### src/rtl/core/rbsa_pkg.sv
// Shared types and constants for the ring buffer space allocator.
`default_nettype none

package rbsa_pkg;

  // Default largest buffer, in bytes.
  localparam int unsigned MAX_BUFFER_BYTES_DEFAULT = 65536;

  // Field widths.
  localparam int unsigned SIZE_W   = 17;
  localparam int unsigned ALIGN_W  = 9;
  localparam int unsigned MASK_W   = 8;
  localparam int unsigned START_W  = 16;
  localparam int unsigned CFG_IDX_W = 1;

  // Buffer size after reset.
  localparam int unsigned RESET_BUFFER_BYTES = 4096;

  // Configuration register indexes.
  localparam logic [CFG_IDX_W-1:0] REG_BUFFER_SIZE = 1'b0;
  localparam logic [CFG_IDX_W-1:0] REG_ALIGNMENT   = 1'b1;

  // Request functions.
  typedef enum logic [1:0] {
    FN_ALLOC  = 2'd0,
    FN_BEGIN  = 2'd1,
    FN_FINISH = 2'd2,
    FN_QUERY  = 2'd3
  } func_t;

  // Result status codes.
  typedef enum logic [1:0] {
    ST_OK        = 2'd0,
    ST_BLOCKED   = 2'd1,
    ST_NO_DATA   = 2'd2,
    ST_TOO_LARGE = 2'd3
  } status_t;

  // Commands from the controller to the datapath.
  typedef struct packed {
    logic step;
  } ctrl_cmd_t;

endpackage

`default_nettype wire

### src/rtl/core/rbsa_ctrl.sv
// Controller for the ring buffer space allocator: handshake and result register state.
`default_nettype none

module rbsa_ctrl (
  input  wire logic               clk,
  input  wire logic               rst,
  input  wire logic               in_valid,
  output logic                    in_stall,
  output logic                    out_valid,
  input  wire logic               out_stall,
  output rbsa_pkg::ctrl_cmd_t     cmd
);
  import rbsa_pkg::*;

  typedef enum logic {
    S_IDLE,
    S_RESULT
  } state_t;

  state_t state;
  logic   accept;

  // A new item may enter whenever the result register is free or being emptied.
  assign in_stall  = (state == S_RESULT) && out_stall;
  assign accept    = in_valid && !in_stall;
  assign out_valid = (state == S_RESULT);
  assign cmd.step  = accept;

  // The result register is full after an accepted item until it is taken.
  always_ff @(posedge clk) begin
    if (rst) begin
      state <= S_IDLE;
    end else begin
      case (state)
        S_IDLE: begin
          if (accept) state <= S_RESULT;
        end
        S_RESULT: begin
          if (!out_stall && !accept) state <= S_IDLE;
        end
        default: state <= S_IDLE;
      endcase
    end
  end

endmodule

`default_nettype wire

### src/rtl/core/rbsa_dp.sv
// Datapath for the ring buffer space allocator: offsets, configuration and result register.
`default_nettype none

module rbsa_dp #(
  parameter int unsigned MAX_BUFFER_BYTES = rbsa_pkg::MAX_BUFFER_BYTES_DEFAULT
) (
  input  wire logic                                clk,
  input  wire logic                                rst,
  input  wire rbsa_pkg::ctrl_cmd_t                 cmd,
  input  wire logic                                cfg_write,
  input  wire logic [rbsa_pkg::CFG_IDX_W-1:0]      cfg_index,
  input  wire logic [rbsa_pkg::SIZE_W-1:0]         cfg_data,
  input  wire logic [1:0]                          func,
  input  wire logic [rbsa_pkg::SIZE_W-1:0]         req_size,
  output logic [1:0]                               status,
  output logic [rbsa_pkg::START_W-1:0]             start_offset,
  output logic [rbsa_pkg::SIZE_W-1:0]              length,
  output logic                                     is_empty
);
  import rbsa_pkg::*;

  // Largest size as a 17-bit value; only used when it is below the register range.
  localparam logic [SIZE_W-1:0] MAX_SIZE = SIZE_W'(MAX_BUFFER_BYTES);
  localparam logic [SIZE_W-1:0] RESET_SIZE =
    (RESET_BUFFER_BYTES > MAX_BUFFER_BYTES) ? MAX_SIZE : SIZE_W'(RESET_BUFFER_BYTES);

  logic [SIZE_W-1:0] buf_size;
  logic [MASK_W-1:0] align_mask;
  logic [SIZE_W-1:0] read_offset;
  logic [SIZE_W-1:0] write_offset;

  logic [SIZE_W-1:0] size_eff;
  logic [SIZE_W:0]   sz;
  logic [SIZE_W:0]   mask_ext;
  logic [SIZE_W-1:0] alloc_start;
  logic [SIZE_W:0]   alloc_end_raw;
  logic [SIZE_W-1:0] alloc_end;
  logic              alloc_hit;
  logic [SIZE_W-1:0] read_base;
  logic [SIZE_W-1:0] read_end;
  logic [SIZE_W-1:0] room;
  logic [SIZE_W-1:0] read_offset_next;
  logic [SIZE_W-1:0] write_offset_next;
  status_t           status_next;
  logic [SIZE_W-1:0] start_next;
  logic [SIZE_W-1:0] length_next;

  // Rounding mask from the highest set bit of the alignment; zero acts as one.
  function automatic logic [MASK_W-1:0] align_to_mask(input logic [ALIGN_W-1:0] a);
    logic [ALIGN_W-1:0] s;
    s = a | (a >> 1);
    s = s | (s >> 2);
    s = s | (s >> 4);
    s = s | (s >> 8);
    return s[ALIGN_W-1:1];
  endfunction

  // The buffer size is saturated to its legal range when written.
  always_comb begin
    if (cfg_data < SIZE_W'(2)) begin
      size_eff = SIZE_W'(2);
    end else if ({15'd0, cfg_data} > 32'(MAX_BUFFER_BYTES)) begin
      size_eff = MAX_SIZE;
    end else begin
      size_eff = cfg_data;
    end
  end

  // Request size rounded up to the alignment.
  assign mask_ext = {{(SIZE_W+1-MASK_W){1'b0}}, align_mask};
  assign sz       = ({1'b0, req_size} + mask_ext) & ~mask_ext;

  // Allocation region: starts at the write offset, wrapped at the end, clipped at the end.
  assign alloc_start   = (write_offset != buf_size) ? write_offset : '0;
  assign alloc_end_raw = {1'b0, alloc_start} + sz;
  assign alloc_end     = (alloc_end_raw > {1'b0, buf_size}) ? buf_size
                                                            : alloc_end_raw[SIZE_W-1:0];
  assign alloc_hit     = (read_offset != write_offset) && (alloc_start <= read_offset) &&
                         (read_offset <= alloc_end);

  // Room left for a finish-read before the read offset saturates.
  assign room = buf_size - read_offset;

  // Next offsets and result for the presented request.
  always_comb begin
    read_offset_next  = read_offset;
    write_offset_next = write_offset;
    status_next       = ST_OK;
    start_next        = '0;
    length_next       = '0;
    read_base         = read_offset;
    read_end          = write_offset;
    case (func_t'(func))
      FN_ALLOC: begin
        if (sz >= {1'b0, buf_size}) begin
          status_next = ST_TOO_LARGE;
        end else if (alloc_hit) begin
          status_next = ST_BLOCKED;
        end else begin
          write_offset_next = alloc_end;
          start_next        = alloc_start;
          length_next       = alloc_end - alloc_start;
        end
      end
      FN_BEGIN: begin
        if (write_offset >= read_offset) begin
          read_end = write_offset;
        end else if (read_offset == buf_size) begin
          read_base = '0;
          read_end  = write_offset;
        end else begin
          read_end = buf_size;
        end
        read_offset_next = read_base;
        if (read_base < read_end) begin
          start_next  = read_base;
          length_next = read_end - read_base;
        end else begin
          status_next = ST_NO_DATA;
        end
      end
      FN_FINISH: begin
        if (sz >= {1'b0, room}) begin
          read_offset_next = buf_size;
        end else begin
          read_offset_next = read_offset + sz[SIZE_W-1:0];
        end
      end
      FN_QUERY: begin
        status_next = ST_OK;
      end
      default: status_next = ST_OK;
    endcase
  end

  // Configuration and offset registers.
  always_ff @(posedge clk) begin
    if (rst) begin
      buf_size     <= RESET_SIZE;
      align_mask   <= '0;
      read_offset  <= '0;
      write_offset <= '0;
    end else if (cfg_write) begin
      if (cfg_index == REG_BUFFER_SIZE) begin
        buf_size     <= size_eff;
        read_offset  <= '0;
        write_offset <= '0;
      end else if (cfg_index == REG_ALIGNMENT) begin
        align_mask <= align_to_mask(cfg_data[ALIGN_W-1:0]);
      end
    end else if (cmd.step) begin
      read_offset  <= read_offset_next;
      write_offset <= write_offset_next;
    end
  end

  // Result register, loaded once per accepted item.
  always_ff @(posedge clk) begin
    if (cmd.step) begin
      status       <= status_next;
      start_offset <= start_next[START_W-1:0];
      length       <= length_next;
      is_empty     <= (read_offset_next == write_offset_next);
    end
  end

endmodule

`default_nettype wire

### src/rtl/core/ring_buffer_space_allocator_unit.sv
// Ring buffer space allocator: tracks read and write offsets of a byte ring buffer.
//
// Usage:
//   Input channel (in_valid / in_stall) carries one request item: func selects
//   allocate, begin read, finish read or query empty; req_size gives the bytes.
//   Output channel (out_valid / out_stall) returns one result item per request:
//   status, start_offset, length and is_empty.
//   Each item is worked out in the cycle it is accepted and its result is shown
//   from the next cycle, and an item can be taken every cycle while the output
//   is not stalled; the offset update is a single compare-and-add step.
//   The result register frees up in the same cycle it is taken, so a stalled
//   receiver holds the result and stalls the input only while the register is full.
//   Configuration writes (cfg_write, cfg_index, cfg_data) take effect at once; the
//   user must make them only while no item is in flight, as the block does not
//   enforce this. Writing the buffer size returns both offsets to zero.
//   Reset (rst, synchronous) empties the result register, clears both offsets and
//   sets a 4096-byte buffer with byte alignment.
`default_nettype none

module ring_buffer_space_allocator_unit #(
  parameter int unsigned MAX_BUFFER_BYTES = rbsa_pkg::MAX_BUFFER_BYTES_DEFAULT
) (
  input  wire logic                                clk,
  input  wire logic                                rst,
  input  wire logic                                cfg_write,
  input  wire logic [rbsa_pkg::CFG_IDX_W-1:0]      cfg_index,
  input  wire logic [rbsa_pkg::SIZE_W-1:0]         cfg_data,
  input  wire logic                                in_valid,
  output logic                                     in_stall,
  input  wire logic [1:0]                          func,
  input  wire logic [rbsa_pkg::SIZE_W-1:0]         req_size,
  output logic                                     out_valid,
  input  wire logic                                out_stall,
  output logic [1:0]                               status,
  output logic [rbsa_pkg::START_W-1:0]             start_offset,
  output logic [rbsa_pkg::SIZE_W-1:0]              length,
  output logic                                     is_empty
);
  import rbsa_pkg::*;

  ctrl_cmd_t cmd;

  // Handshake and result register control.
  rbsa_ctrl u_ctrl (
    .clk       (clk),
    .rst       (rst),
    .in_valid  (in_valid),
    .in_stall  (in_stall),
    .out_valid (out_valid),
    .out_stall (out_stall),
    .cmd       (cmd)
  );

  // Offsets, configuration and result computation.
  rbsa_dp #(
    .MAX_BUFFER_BYTES (MAX_BUFFER_BYTES)
  ) u_dp (
    .clk          (clk),
    .rst          (rst),
    .cmd          (cmd),
    .cfg_write    (cfg_write),
    .cfg_index    (cfg_index),
    .cfg_data     (cfg_data),
    .func         (func),
    .req_size     (req_size),
    .status       (status),
    .start_offset (start_offset),
    .length       (length),
    .is_empty     (is_empty)
  );

`ifndef NO_ASSERTIONS
  // An accepted item always has its result ready in the following cycle.
  a_accept_gives_result: assert property (@(posedge clk) disable iff (rst)
    (in_valid && !in_stall) |=> out_valid)
    else $error("accepted item produced no result");

  // Refused requests carry no region.
  a_refused_no_region: assert property (@(posedge clk) disable iff (rst)
    (out_valid && status != ST_OK) |-> (start_offset == '0 && length == '0))
    else $error("refused request reported a region");

  // A readable span is never reported from an empty buffer.
  a_span_not_empty: assert property (@(posedge clk) disable iff (rst)
    (out_valid && status == ST_OK && length != '0 && $past(func) == FN_BEGIN)
      |-> !is_empty)
    else $error("readable span reported while empty");

  // The result register is empty straight after reset.
  a_reset_clears: assert property (@(posedge clk)
    $past(rst) |-> !out_valid)
    else $error("result pending after reset");
`endif

endmodule

`default_nettype wire
### config.mk
export PLATFORM = sky130hd
export DESIGN_NAME = ring_buffer_space_allocator_unit
export DESIGN_NICKNAME = d
export VERILOG_FILES = /design/src/rtl/core/rbsa_pkg.sv /design/src/rtl/core/rbsa_ctrl.sv /design/src/rtl/core/rbsa_dp.sv /design/src/rtl/core/ring_buffer_space_allocator_unit.sv
export SDC_FILE = /design/constraint.sdc
export NUM_CORES = 1
export LEC_CHECK = 0
export BUFFER_PORTS_ARGS = -buffer_cell sky130_fd_sc_hd__buf_2
export CORE_MARGIN = 10
export CORE_UTILIZATION = 35
export DETAILED_ROUTE_END_ITERATION = 8
export GPL_ROUTABILITY_DRIVEN = 0
export PLACE_DENSITY_LB_ADDON = 0.2
export SETUP_SLACK_MARGIN = 0.5
export SLEW_MARGIN = 40
export SYNTH_ARGS = -nofsm -noshare
export SYNTH_HDL_FRONTEND = slang
export SYNTH_SLANG_ARGS = --single-unit
### constraint.sdc
create_clock -name clk -period 16.7 [get_ports clk]
set_clock_uncertainty 0.1 [all_clocks]
set_input_delay 3.34 -clock clk [delete_from_list [all_inputs] [get_ports clk]]
set_output_delay 3.34 -clock clk [all_outputs]
set_load 0.01 [all_outputs]
; ---- Word level (Yosys, flattened, before mapping)
; Index checks and enable logic that the tools add are counted.
[classes]
n_addsub = 6
n_lt_le_gt_ge = 9
eq_ne = 7
n_mux = 35
n_bitwise = 8
n_reduce_logical = 13
[op_table]
columns = cell, n
row1 = 2-to-1 mux 17 bit, 22
row2 = one-hot mux 17 bit (2 select lines), 2
row3 = subtractor 17 bit, 3
row4 = 2-to-1 mux 16 bit, 3
row5 = >= comparator 18 x 17 -> 1 bit, 2
row6 = == test 17 bit, 2
row7 = <= comparator 17 bit, 2
row8 = != test 17 bit, 2
row9 = one-hot mux 16 bit (2 select lines), 1
row10 = adder 17 x 18 -> 18 bit, 1
row11 = adder 17 x 8 -> 18 bit, 1
row12 = AND 18 bit, 1
row13 = greater-than comparator 18 x 17 -> 1 bit, 1
row14 = NOT 8 -> 18 bit, 1
row15 = adder 17 bit, 1
row16 = >= comparator 17 bit, 1
row17 = greater-than comparator 17 bit (second input constant), 1
row18 = < comparator 17 bit, 1
row19 = < comparator 17 x 2 -> 1 bit (second input constant), 1
row20 = bitwise OR 9 x 1 -> 9 bit, 1
row21 = bitwise OR 9 x 5 -> 9 bit, 1
row22 = bitwise OR 9 x 7 -> 9 bit, 1
row23 = bitwise OR 9 x 8 -> 9 bit, 1
row24 = AND reduction 2 bit, 3
row25 = other kinds (12), 22
[word_totals]
reg_bits = 96
inputBits = 42
output_inout_bits = 38
wordCells = 87

; ---- Longest topological paths before layout
[logic_depth]
word_depth = 12
mapped_depth = 54
mapped_depth_nobuf = 47

; ---- Hierarchy
; From an unflattened synthesis, not the netlist that was laid out.
[unflattened]
cells_unflattened = 1510
area_unflattened_um2 = 12095.4
[modules_own_cells]
columns = module, instances, cells_each, area_per_inst_um2, seq_area_each_um2
row1 = rbsa_dp, 1, 1505, 12049.1, 2262.2
row2 = rbsa_ctrl, 1, 5, 46.3, 20.0

; ---- Worst setup path before layout
; Ideal clock, no wire load.
[synth_path]
path_type = input-to-reg
from = input req_size[1] (netlist bit)
to = register u_dp.is_empty, data pin
setup_time_ns = 0.150
arrival_ns = 11.972
required_ns = 16.450
setup_slack_ns = 4.478
path_stages = 47
path_buffers = 4
cell_sequence = inv_1 -> fa_1 -> nand2b_2 -> a21oi_1 -> o21a_1 -> o21ai_0 -> nand2_1 -> a21o_1 -> and3_1 -> xor2_1 -> ha_1 -> and2_1 -> and3_1 -> a21oi_1 -> a31oi_1 -> or3_1 -> and2_1 -> ha_1 -> [11 not listed] -> inv_1 -> ha_1 -> nor2b_1 -> o21a_1 -> o211ai_1 -> nand3_1 -> a221oi_1 -> o21a_1 -> o21ai_0 -> a31oi_1 -> a211o_4 -> nor2_4 -> buf_6 -> mux2i_1 -> xor2_1 -> nor4_2 -> nand4_1 -> nor3_2
[synth_between]
elab_chain_len = 11
word_cells_on_any_way = 16
classes_between = add/sub (3) / order compare (4) / eq/ne (1) / mux (6) / bitwise (1) / reduce/logical (1)
[synth_lines]
columns = element, line
row1 = start: declaration, ring_buffer_space_allocator_unit.sv:31  ; input wire logic [rbsa_pkg::SIZE_W-1:0] req_size,
row2 = adder 17 x 8 -> 18 bit *, rbsa_dp.sv:71  ; assign sz = ({1'b0, req_size} + mask_ext) & ~mask_ext;
row3 = AND 18 bit *, rbsa_dp.sv:71
row4 = adder 17 x 18 -> 18 bit, rbsa_dp.sv:75  ; assign alloc_end_raw = {1'b0, alloc_start} + sz;
row5 = greater-than comparator 18 x 17 -> 1 bit, rbsa_dp.sv:76  ; assign alloc_end = (alloc_end_raw > {1'b0, buf_size}) ? buf_size
row6 = 2-to-1 mux 17 bit, rbsa_dp.sv:76
row7 = <= comparator 17 bit, rbsa_dp.sv:79  ; (read_offset <= alloc_end);
row8 = logical AND 1 bit, rbsa_dp.sv:78  ; assign alloc_hit = (read_offset != write_offset) && (alloc_start <= read_offset) &&
row9 = 2-to-1 mux 17 bit, rbsa_dp.sv:97  ; end else if (alloc_hit) begin
row10 = 2-to-1 mux 17 bit, rbsa_dp.sv:95  ; if (sz >= {1'b0, buf_size}) begin
row11 = 2-to-1 mux 17 bit, rbsa_dp.sv:93  ; case (func_t'(func))
row12 = == test 17 bit *, rbsa_dp.sv:163  ; is_empty <= (read_offset_next == write_offset_next);
row13 = end signal: assignment, rbsa_dp.sv:163
row14 = end: declaration, rbsa_dp.sv:18  ; output logic is_empty
; Mark *: on every way between the ends. The rest lies on a longest branch, timed or not.
; A chain may end at the register's enable or synchronous reset.

; ---- Worst setup path after layout
; Ends and elaborated chain as after synthesis.

==> results.sh <==
export IMPL_status="finished clean"
export IMPL_critical_path_class="input port to flip-flop"
export IMPL_ir_drop_mv=0.0523
export IMPL_tritoncts="done"
export IMPL_setup_tns_ps=0
export IMPL_synth_seq_cells=96
export IMPL_die_x_microns=205
export IMPL_finalSetupViolCount=0
export IMPL_clock_sinks=96
export IMPL_synth_edf_count=36
export IMPL_clock_path_buffers=2
export IMPL_yosysMostFrequentCell="ha_1"
export IMPL_viasPerCell=5.76
export IMPL_coreArea_sq_mm=0.0337
export IMPL_setup_ws_ps=3070
export IMPL_ys_seq_area_share_pct=19.0
export IMPL_nets=1800
export IMPL_synth_distinct_cells=84
export IMPL_worstReg2RegStart="u_dp.buf_size[0]$_SDFFE_PP0P_"
export IMPL_clockRootBuffer="clkbuf_16"
export IMPL_synth_top_area_share_pct=18.9
export IMPL_worstHoldStart="u_dp.align_mask[5]$_SDFFE_PP0P_"
export IMPL_vias=11700
export IMPL_io_pins=80
export IMPL_syn_area_sq_mm=0.0120
export IMPL_slowest_stage="or2_2"
export IMPL_hold_viol=0
export IMPL_critPathMaxStageDelay_ps=670
export IMPL_yosys_top_cells_count="ha_1 (181), nor2_1 (160), inv_1 (118), a21oi_1 (107), nand2_1 (104)"
export IMPL_ctsHoldBuffers=0
export IMPL_place_hpwl_microns=34500
export IMPL_antenna_found_initial=0
export IMPL_area_growth_pct=9.19
export IMPL_numCtsBuffers=9
export IMPL_path_max_fanout=35
export IMPL_rows=67
export IMPL_slew_violations=0
export IMPL_dpl_instance_area_sq_mm=0.0128
export IMPL_clock_latency_ps=370
export IMPL_crit_arrival_ps=13750
export IMPL_grt_usage_pct=20.0
export IMPL_hp_class="flip-flop to flip-flop"
export IMPL_synth_warnings=0
export IMPL_final_cell_area_sq_mm=0.0131
export IMPL_yosysTopAreaCell="ha_1"
export IMPL_tightest_slew_ps=767
export IMPL_cts_setup_buffers=0
export IMPL_finalCriticalPeriod_ps=13630
export IMPL_fillers=3543
export IMPL_ant_nets=0
export IMPL_grt_max_degree=61
export IMPL_drc_errors=0
export IMPL_avgRoutedWirePerCell_microns=21.1
export IMPL_cts_htree_levels=3
export IMPL_io_buffer_count=79
export IMPL_first_pass_iters=6
export IMPL_syn_nets=1756
export IMPL_synthArstFlopShare_pct=0
export IMPL_startpoint="req_size[1]"
export IMPL_synth_cells=1527
export IMPL_gr_total_overflow=0
export IMPL_startpoint_type="input port"
export IMPL_maxCapViolations=0
export IMPL_drt_iter0_markers=1069
export IMPL_die_y_microns=205
export IMPL_routed_wl_microns=42700
export IMPL_synthTopCellsByArea="ha_1 (19%), dfxtp_1 (10%), edfxtp_1 (9.0%)"
export IMPL_grt_pass1_vias=11300
export IMPL_rsz0062_at_grt="false"
export IMPL_finalCritPeriodShare_pct=81.6
export IMPL_p_per_area_mw_per_mm2=68.7
export IMPL_drive_above_1_share_pct=9.96
export IMPL_slew_headroom_pct=48.3
export IMPL_critPathCaptureType="flip-flop"
export IMPL_dp_slack_ps=2830
export IMPL_power_mw=0.899
export IMPL_dieArea_sq_mm=0.0421
export IMPL_clk_pin_slew_ps=80
export IMPL_num_antenna_cells=0
export IMPL_cp_data_required_time_ps=16830
export IMPL_grt_first_pass_wirelength_microns=65500
export IMPL_fmaxAchievable_mhz=73.4
export IMPL_fin_util_pct=38.9
export IMPL_p_leak_nw=5.73
export IMPL_post_cts_resized=0
export IMPL_start_util_pct=35.6
export IMPL_syn_avg_cell_area_sq_um=7.86
export IMPL_synth_flop_cell="dfxtp_1"
[sequential cells by signal, summed over array words and instances, names as in the netlist]
name               flops
u_ctrl.out_valid       1
u_dp.align_mask        8
u_dp.buf_size         17
u_dp.is_empty          1
u_dp.length           17
u_dp.read_offset      17
u_dp.start_offset     16
u_dp.status            2
u_dp.write_offset     17
[kinds of logic after synthesis]
kind of cell / count (synthesis) / share of synthesized area (%)
xor+xnor: 115 / 8.52
compound gates: 430 / 23.4
fa+ha+maj: 195 / 20.6
buf+inv: 176 / 5.89
simple gates: 479 / 19.4
mux: 36 / 3.18
flops: 96 / 19.0
[per-stage QoR]
stage               std cells  hold WS [ps]
detailed placement       2008           418
global placement         2008           416
global route             2024           452
CTS                      2024           428
floorplan                1527           389
finish                   2024           429
[path summary, 6_finish.rpt]
path | endpoint | slack, ps | depth (start not counted)
worst max-delay path | u_dp.is_empty$_DFFE_PP_ | 3070 | 43
worst min-delay path | u_dp.align_mask[5]$_SDFFE_PP0P_ | 430 | 2
worst max register to register | u_dp.is_empty$_DFFE_PP_ | 4560 | 43
worst min register to register | u_dp.align_mask[5]$_SDFFE_PP0P_ | 430 | 2
[metal layers]
metal	GRT usage (%)	share of wire, %	vias up
met5	0	0	-
met4	4.83	1.9	0
met3	3.06	7.8	54
met2	31.1	43	439
met1	28.2	47	5527
li1	-	-	5638
[cell type report]
| class | instances | area (sq um) | area share, % |
|---|---|---|---|
| clock buffers | 11 | 243 | 1.85 |
| repair buffers | 91 | 485 | 3.71 |
| well taps | 448 | 561 | 4.28 |
| flip-flops and latches | 96 | 2280 | 17.4 |
| multi-input cells | 1255 | 9020 | 68.9 |
| clock inverters | 5 | 62.6 | 0.478 |
| inverters | 118 | 443 | 3.38 |
[placed cells by master (no fill, tap or decap), types with 12 or more instances in the layout]
| cell | instances |
|---|---|
| a211oi_1 | 18 |
| a21o_1 | 58 |
| a21oi_1 | 107 |
| a22oi_1 | 20 |
| a31oi_1 | 48 |
| and2_1 | 21 |
| and3_1 | 19 |
| buf_2 | 79 |
| buf_4 | 12 |
| dfxtp_1 | 60 |
| edfxtp_1 | 36 |
| ha_1 | 181 |
| inv_1 | 118 |
| mux2_2 | 17 |
| mux2i_1 | 19 |
| nand2_1 | 102 |
| nand2b_1 | 22 |
| nand3_1 | 36 |
| nand4_1 | 21 |
| nor2_1 | 160 |
| nor2b_1 | 16 |
| nor3_1 | 33 |
| o21ai_0 | 77 |
| xnor2_1 | 67 |
| xor2_1 | 46 |
[critical path, delay by kind of cell]
kind	cells	cell delay, ps
AND/OR/NAND/NOR	17	4080
buffers and inverters	4	670
AO/OA/AOI/OAI	16	3550
XOR/XNOR	2	670
adder cells (fa/ha/maj)	4	1460
[power by group]
group,switching (mW),internal (mW),total [mW]
Combinational,0.250,0.155,0.406
Sequential,0.0103,0.254,0.264
Clock,0.107,0.122,0.229
No activity file was read; power rests on OpenSTA's default activity.
